--- src/hdl/ais_pkg.sv ---
package ais_pkg;

  typedef enum logic [2:0] {
    LVL_PAD          = 3'd0,
    LVL_VALVES       = 3'd1,
    LVL_IGNITION     = 3'd2,
    LVL_DISCONNECTED = 3'd3,
    LVL_LAUNCH       = 3'd4
  } level_t;

  typedef enum logic [1:0] {
    ST_OK     = 2'd0,
    ST_INV    = 2'd1,
    ST_DENIED = 2'd2,
    ST_DNE    = 2'd3
  } status_t;

  localparam logic [7:0] ACT_LAST_VALVE = 8'd11;
  localparam logic [7:0] ACT_IGNITER    = 8'd12;
  localparam logic [7:0] ACT_DUMP       = 8'd13;
  localparam logic [7:0] ACT_QD         = 8'd14;

  localparam int SHOWN_BITS = 15;
  localparam int FIRE_W     = 4;

  function automatic logic level_ok(input logic [2:0] cur, input logic [2:0] want);
    logic [3:0] cur_inc;
    logic       up;
    logic       down_valves;
    logic       down_firing;
    cur_inc     = {1'b0, cur} + 4'd1;
    up          = ({1'b0, want} == cur_inc) && (want <= LVL_LAUNCH);
    down_valves = (cur == LVL_VALVES) && (want == LVL_PAD);
    down_firing = (want == LVL_VALVES) && (cur >= LVL_IGNITION) && (cur <= LVL_LAUNCH);
    return up || down_valves || down_firing;
  endfunction

endpackage

--- src/hdl/arming_interlock_sequencer.sv ---
// A word accepted at the input is held in the input register, then in the result register, which
// drives the result port. One word per cycle while the result word is not stalled; the decision is a
// single pass of logic between the input and result registers, which also updates the level and actuator state.
// Reset (rst_n low, synchronous): level returns to pad, all actuators off, fire valve
// index 0, both pipeline stages empty.
module arming_interlock_sequencer #(
  parameter int ACTUATOR_COUNT = 15
) (
  input  logic                            clk,
  input  logic                            rst_n,
  input  logic                            cfg_valid,
  output logic                            cfg_ready,
  input  logic [ais_pkg::FIRE_W-1:0]      cfg_fire_valve_id,
  input  logic                            in_valid,
  output logic                            in_stall,
  input  logic                            in_mode,
  input  logic [2:0]                      in_requested_level,
  input  logic [7:0]                      in_actuator_id,
  input  logic [7:0]                      in_requested_state,
  output logic                            out_valid,
  input  logic                            out_stall,
  output logic [1:0]                      out_status,
  output logic [2:0]                      out_arm_level_now,
  output logic [ais_pkg::SHOWN_BITS-1:0]  out_actuator_bits,
  output logic                            out_update_signalled
);

  localparam int IDX_W = $clog2(ACTUATOR_COUNT);

  logic [ais_pkg::FIRE_W-1:0]    fire_id_r;
  ais_pkg::level_t               lvl_r, lvl_nxt;
  logic [ACTUATOR_COUNT-1:0]     act_r, act_nxt;

  logic                          s1_valid_r;
  logic                          s1_mode_r;
  logic [2:0]                    s1_level_r;
  logic [7:0]                    s1_id_r;
  logic [7:0]                    s1_state_r;

  logic                          out_valid_r;
  ais_pkg::status_t              status_r, status_nxt;
  logic [2:0]                    out_lvl_r;
  logic [ais_pkg::SHOWN_BITS-1:0] out_bits_r;

  logic                          out_free;
  logic                          advance;
  logic                          accept;

  assign cfg_ready = 1'b1;
  assign out_free  = !out_valid_r || !out_stall;
  assign advance   = s1_valid_r && out_free;
  assign in_stall  = s1_valid_r && !out_free;
  assign accept    = in_valid && !in_stall;

  always_comb begin
    logic       valve;
    logic       permit;
    logic       on;
    logic [2:0] try_lvl;
    logic       try_en;
    lvl_nxt    = lvl_r;
    act_nxt    = act_r;
    status_nxt = ais_pkg::ST_OK;
    on         = (s1_state_r != 8'd0);
    valve      = (s1_id_r <= ais_pkg::ACT_LAST_VALVE) &&
                 (s1_id_r != {{(8 - ais_pkg::FIRE_W){1'b0}}, fire_id_r});
    permit     = 1'b0;
    try_lvl    = ais_pkg::LVL_PAD;
    try_en     = 1'b0;
    unique case (lvl_r)
      ais_pkg::LVL_VALVES:       permit = valve;
      ais_pkg::LVL_IGNITION:     permit = valve || (s1_id_r == ais_pkg::ACT_QD);
      ais_pkg::LVL_DISCONNECTED: permit = valve || (s1_id_r == ais_pkg::ACT_QD) ||
                                          (s1_id_r == ais_pkg::ACT_IGNITER);
      ais_pkg::LVL_LAUNCH:       permit = 1'b1;
      default:                   permit = 1'b0;
    endcase
    if (!s1_mode_r) begin
      priority if (s1_level_r > ais_pkg::LVL_LAUNCH) begin
        status_nxt = ais_pkg::ST_INV;
      end else if (ais_pkg::level_ok(lvl_r, s1_level_r)) begin
        lvl_nxt = ais_pkg::level_t'(s1_level_r);
      end else begin
        status_nxt = ais_pkg::ST_DENIED;
      end
    end else begin
      priority if (s1_id_r == ais_pkg::ACT_DUMP) begin
        act_nxt[ais_pkg::ACT_DUMP[IDX_W-1:0]] = on;
      end else if (s1_id_r >= 8'(ACTUATOR_COUNT)) begin
        status_nxt = ais_pkg::ST_DNE;
      end else if (s1_state_r > 8'd1) begin
        status_nxt = ais_pkg::ST_INV;
      end else if (!permit) begin
        status_nxt = ais_pkg::ST_DENIED;
      end else begin
        act_nxt[s1_id_r[IDX_W-1:0]] = on;
        if (s1_id_r == ais_pkg::ACT_QD) begin
          try_en  = !on || (lvl_r < ais_pkg::LVL_DISCONNECTED);
          try_lvl = on ? ais_pkg::LVL_DISCONNECTED : ais_pkg::LVL_IGNITION;
        end else if (s1_id_r == ais_pkg::ACT_IGNITER) begin
          try_en  = !on || (lvl_r < ais_pkg::LVL_LAUNCH);
          try_lvl = on ? ais_pkg::LVL_LAUNCH : ais_pkg::LVL_DISCONNECTED;
        end
        if (try_en && ais_pkg::level_ok(lvl_r, try_lvl)) begin
          lvl_nxt = ais_pkg::level_t'(try_lvl);
        end
      end
    end
  end

  always_ff @(posedge clk) begin
    if (!rst_n) begin
      fire_id_r   <= '0;
      lvl_r       <= ais_pkg::LVL_PAD;
      act_r       <= '0;
      s1_valid_r  <= 1'b0;
      out_valid_r <= 1'b0;
    end else begin
      if (cfg_valid && cfg_ready) begin
        fire_id_r <= cfg_fire_valve_id;
      end
      if (advance) begin
        lvl_r <= lvl_nxt;
        act_r <= act_nxt;
      end
      if (accept) begin
        s1_valid_r <= 1'b1;
      end else if (advance) begin
        s1_valid_r <= 1'b0;
      end
      if (out_free) begin
        out_valid_r <= s1_valid_r;
      end
    end
  end

  always_ff @(posedge clk) begin
    if (accept) begin
      s1_mode_r  <= in_mode;
      s1_level_r <= in_requested_level;
      s1_id_r    <= in_actuator_id;
      s1_state_r <= in_requested_state;
    end
    if (advance) begin
      status_r   <= status_nxt;
      out_lvl_r  <= lvl_nxt;
      out_bits_r <= act_nxt[ais_pkg::SHOWN_BITS-1:0];
    end
  end

  assign out_valid            = out_valid_r;
  assign out_status           = status_r;
  assign out_arm_level_now    = out_lvl_r;
  assign out_actuator_bits    = out_bits_r;
  assign out_update_signalled = (status_r == ais_pkg::ST_OK);

endmodule

--- config.mk ---
export PLATFORM = sky130hd
export DESIGN_NAME = arming_interlock_sequencer
export DESIGN_NICKNAME = d
export VERILOG_FILES = /design/src/hdl/ais_pkg.sv /design/src/hdl/arming_interlock_sequencer.sv
export SDC_FILE = /design/constraint.sdc
export NUM_CORES = 1
export LEC_CHECK = 0
export BUFFER_PORTS_ARGS = -buffer_cell sky130_fd_sc_hd__buf_4
export CORE_MARGIN = 2
export CORE_UTILIZATION = 60
export CTS_CLUSTER_DIAMETER = 60
export DETAILED_ROUTE_END_ITERATION = 12
export GPL_ROUTABILITY_DRIVEN = 0
export PLACE_DENSITY = 0.85
export REMOVE_ABC_BUFFERS = 1
export SYNTH_ARGS = -nofsm -noshare
export SYNTH_HDL_FRONTEND = slang
export SYNTH_SLANG_ARGS = --single-unit
--- constraint.sdc ---
create_clock -name clk -period 7.1 [get_ports clk]
set_input_delay 1.42 -clock clk [delete_from_list [all_inputs] [get_ports clk]]
set_output_delay 1.42 -clock clk [all_outputs]
set_load 0.03 [all_outputs]
; ---- Word-level counts from Yosys, hierarchy flattened
; Cells that the tools add are included.
[word_totals]
out_inout_bits = 24
reg_bits = 64
input_bits = 29
[classes]
reduce_logical = 33
muxes = 44
n_lt_le_gt_ge = 12
addsub = 1
eq_ne = 12
[op_table]
columns = cell, n
row1 = two-way mux 15 bit, 4
row2 = two-way mux 3 bit, 16
row3 = == test 8 x 4 -> 1 bit (second input constant), 3
row4 = bitwise mux 15 bit, 1
row5 = logical AND 1 bit, 14
row6 = two-way mux 2 bit, 7
row7 = two-way mux 1 bit, 13
row8 = two-way mux 13 bit, 1
row9 = == test 3 x 1 -> 1 bit (second input constant), 3
row10 = <= comparator 3 bit (second input constant), 3
row11 = logical OR 1 bit, 9
row12 = == test 3 x 4 -> 1 bit, 2
row13 = >= comparator 8 x 4 -> 1 bit (second input constant), 1
row14 = > comparator 8 x 1 -> 1 bit (second input constant), 1
row15 = <= comparator 8 x 4 -> 1 bit (second input constant), 1
row16 = inequality test 8 x 4 -> 1 bit, 1
row17 = nonzero test 8 bit, 1
row18 = == test 3 x 2 -> 1 bit (second input constant), 2
row19 = logical NOT 3 bit, 2
row20 = logical NOT 1 bit, 5
row21 = < comparator 4 x 5 -> 1 bit (second input constant), 1
row22 = adder 3 x 1 -> 4 bit (second input constant), 1
row23 = demux 1 bit (select 4 bit), 1
row24 = >= comparator 4 x 1 -> 1 bit (second input constant), 1
row25 = 8 further kinds, 8

; ---- Depth between registers and ports, before layout
[logic_depth]
depth_word = 21
mapped_depth = 12
mapped_depth_nobuf = 9

; ---- Least setup slack after synthesis
; No wires, ideal clock.
[synth_path]
path_type = in2out
start = input out_stall
end = output in_stall
t_arrival_ps = 1771
stages = 1
t_required_ps = 5680
slack_ps = 3909
path_cell_list = and3_1
[synth_via]
elab_chain_len = 4
[synth_lines]
columns = element, line_no
row1 = from (decl), arming_interlock_sequencer.sv:21  ; input logic out_stall,
row2 = logical NOT 1 bit, arming_interlock_sequencer.sv:50  ; assign out_free = !out_valid_r || !out_stall;
row3 = logical OR 1 bit, arming_interlock_sequencer.sv:50
row4 = logical NOT 1 bit, arming_interlock_sequencer.sv:52  ; assign in_stall = s1_valid_r && !out_free;
row5 = logical AND 1 bit, arming_interlock_sequencer.sv:52
row6 = to (decl), arming_interlock_sequencer.sv:15  ; output logic in_stall,
; No other way between the ends.

; ---- Worst setup path in the final report
; Same ends and word-level chain as after synthesis.

==> flow_metrics.tcl <==
set metrics [dict create \
    die_h_um 75.9 \
    grt_pass1_wl_um 11000 \
    grt-ovfl-total 0 \
    hpwl_um 4720 \
    path_clk_slew_ns 0.07 \
    ff_latch_area_um2 1680 \
    whs_ns 0.461 \
    synthCells 287 \
    endpoint_kind "primary output" \
    synth_edf_count 40 \
    ant_nets 0 \
    yosys-top-cells-area "edfxtp_1, dfxtp_1, a21oi_1, nor2_1, a31oi_1" \
    synthesis.area_um2 3100 \
    crit_top_cell "buf_4" \
    clockRootBuffer "clkbuf_8" \
    fin_crit_ns 3.33 \
    cp_slowest_cell "and3_1" \
    ir_worst_vdd_mv 0.164 \
    cp.required_ns 5.68 \
    coreArea_um2 5040 \
    post-route-drc-count 0 \
    ys_types 61 \
    worst_pin_slew_ns 0.978 \
    start_util 0.615 \
    cts_hold_buffers 0 \
    max_stage_delay_ns 0.20 \
    slew_headroom 0.344 \
    die_w_um 75.9 \
    rows 26 \
    ys.flop_type "edfxtp_1" \
    cts_max_level 3 \
    setup-violations-final 0 \
    drv_slew 0 \
    multi_input_area_um2 1320 \
    power.density_nw_per_um2 214 \
    place_area_um2 3520 \
    drv_cap 0 \
    clk_latency_ns 0.35 \
    syn_area_per_cell_um2 10.8 \
    firstDrtPassIters 5 \
    synth_top_area_cell "edfxtp_1" \
    status "finished clean" \
    grt_pass1_vias 2422 \
    dr_total_vias 2575 \
    synth-async-reset-ratio 0 \
    fillerInstances 364 \
    cts_tree "done" \
    grt_max_degree 30 \
    crit_chain "buf_4 > and3_1 > buf_4" \
    critPathLaunchType "primary input" \
    leakage_nw 1.32 \
    post_cts_buffers 0 \
    path_class "in -> out" \
    drt-initial-drc-count 306 \
    drive_above_1_share 0.245 \
    fin_util 0.736 \
    layout.nets 367 \
    yosys_register_bits 64 \
    cts_resized 0 \
    finalHoldViolations 0 \
    cts.sink_count 64 \
    yosysTopAreaCellShare 0.387 \
    ios 53 \
    wire_per_inst_um 16.9 \
    rrSetupSlack_ns 4.04 \
    numCtsBuffers 9 \
    finClkSkew_ns 0.00555 \
    ys_seq_area_frac 0.542 \
    period_share 0.469 \
    drt-total-wl_um 6900 \
    clk_path_buf_depth 2 \
    finalSetupTns_ns 0 \
    grt_util_all_layers 0.262 \
    grt_setup_unrepaired "false" \
    routed_via_density 6.30 \
    dieArea_um2 5760 \
    syn2layout_area_growth_pct 19.7 \
    crit_fanout 3 \
    diodes 0 \
    fmax_mhz 300 \
    finalInstanceArea_um2 3710 \
    antenna_found_initial 0 \
    cp.arrival_ns 1.91 \
    hold_path_class "reg -> reg" \
    yosys_warnings 0 \
    port_buffers 51 \
]
flip-flops by register name (all words and copies together), names as in the netlist:
register / cells
lvl_r: 3
out_valid: 1
out_status: 2
s1_level_r: 3
out_actuator_bits: 15
s1_id_r: 8
fire_id_r: 4
s1_mode_r: 1
s1_state_r: 8
out_arm_level_now: 3
s1_valid_r: 1
act_r: 15
placed cells by master (no fill, tap or decap), drive strengths merged, types with 7 or more instances in the layout:
cell type and count:
o31ai 7, clkbuf 14, and3 7, a31oi 11, nor4 8, a311oi 7
a21oi 23, dfxtp 24, nor2 28, nand2 15, buf 53, nor3 10
edfxtp 40, o21ai 12
metal layers:
metal / track usage / routed length [um] / up-vias
met5: 0 / 0 / -
met1: 0.322 / 2720 / 1199
met3: 0.0701 / 542 / 27
met4: 0.152 / 255 / 0
li1: - / - / 1205
met2: 0.416 / 3380 / 144
cells in the mapped netlist, types with 3 or more instances:
library cell	instances
a21oi_1	23
a311oi_1	7
a31oi_1	11
a32oi_1	5
and2_1	3
and3_1	7
clkbuf_1	13
dfxtp_1	24
edfxtp_1	40
ha_1	4
inv_1	5
mux2_2	3
mux2i_1	5
nand2_1	15
nand2b_1	4
nand3_1	4
nor2_1	27
nor2b_1	3
nor3_1	10
nor4_1	7
o21ai_0	9
o21ai_1	3
o21bai_1	4
o311a_1	4
o31ai_1	7
logic make-up (layout without fill, tap and decap cells):
logic type / Yosys count / in the layout / share of synthesized area
AO/OA/AOI/OAI: 86 / 86 / 0.197
XOR/XNOR: 3 / 3 / 0.00848
adder cells (fa/ha/maj): 4 / 4 / 0.0161
buffers and inverters: 24 / 76 / 0.0311
flip-flops: 64 / 64 / 0.542
multiplexers: 9 / 9 / 0.0343
other: 1 / 1 / 0.00121
AND/OR/NAND/NOR: 96 / 96 / 0.169
report_power, final:
group	switching (mW)	internal, mW
Clock	0.136	0.164
Sequential	0.0126	0.410
Combinational	0.0423	0.0285
Total	0.191	0.603
metrics by stage:
| step | worst slack, ns | power, mW | cells |
|---|---|---|---|
| 2_1_floorplan | 3.91 | 0.468 | 270 |
| 3_3_place_gp | 3.64 | 0.497 | 393 |
| 3_5_place_dp | 3.54 | 0.500 | 393 |
| 4_1_cts | 3.77 | 0.795 | 409 |
| 5_1_grt | 3.71 | 0.816 | 409 |
| 6_report | 3.77 | 0.794 | 409 |
final cells by class:
cell class | instances | share of cell area
Clock buffer | 14 | 0.0492
Clock inverter | 2 | 0.00337
Inverter | 7 | 0.00708
Multi-Input combinational cell | 199 | 0.356
Sequential cell | 64 | 0.453
Tap cell | 70 | 0.0236
Timing Repair Buffer | 53 | 0.107
path summary, 6_finish.rpt:
check                                from                    to  depth (start not counted)
worst max-delay path            out_stall              in_stall                          3
worst min-delay path             act_r[8]              act_r[8]                          2
worst max register to register   lvl_r[0]  out_actuator_bits[5]                          9
worst min register to register   act_r[8]              act_r[8]                          2
worst max-delay path: cells and delay by family:
kind / cells / cell delay (ns)
AND/OR/NAND/NOR: 1 / 0.20
buffers and inverters: 2 / 0.29
Note: power is estimated with default switching activity, not from simulation.
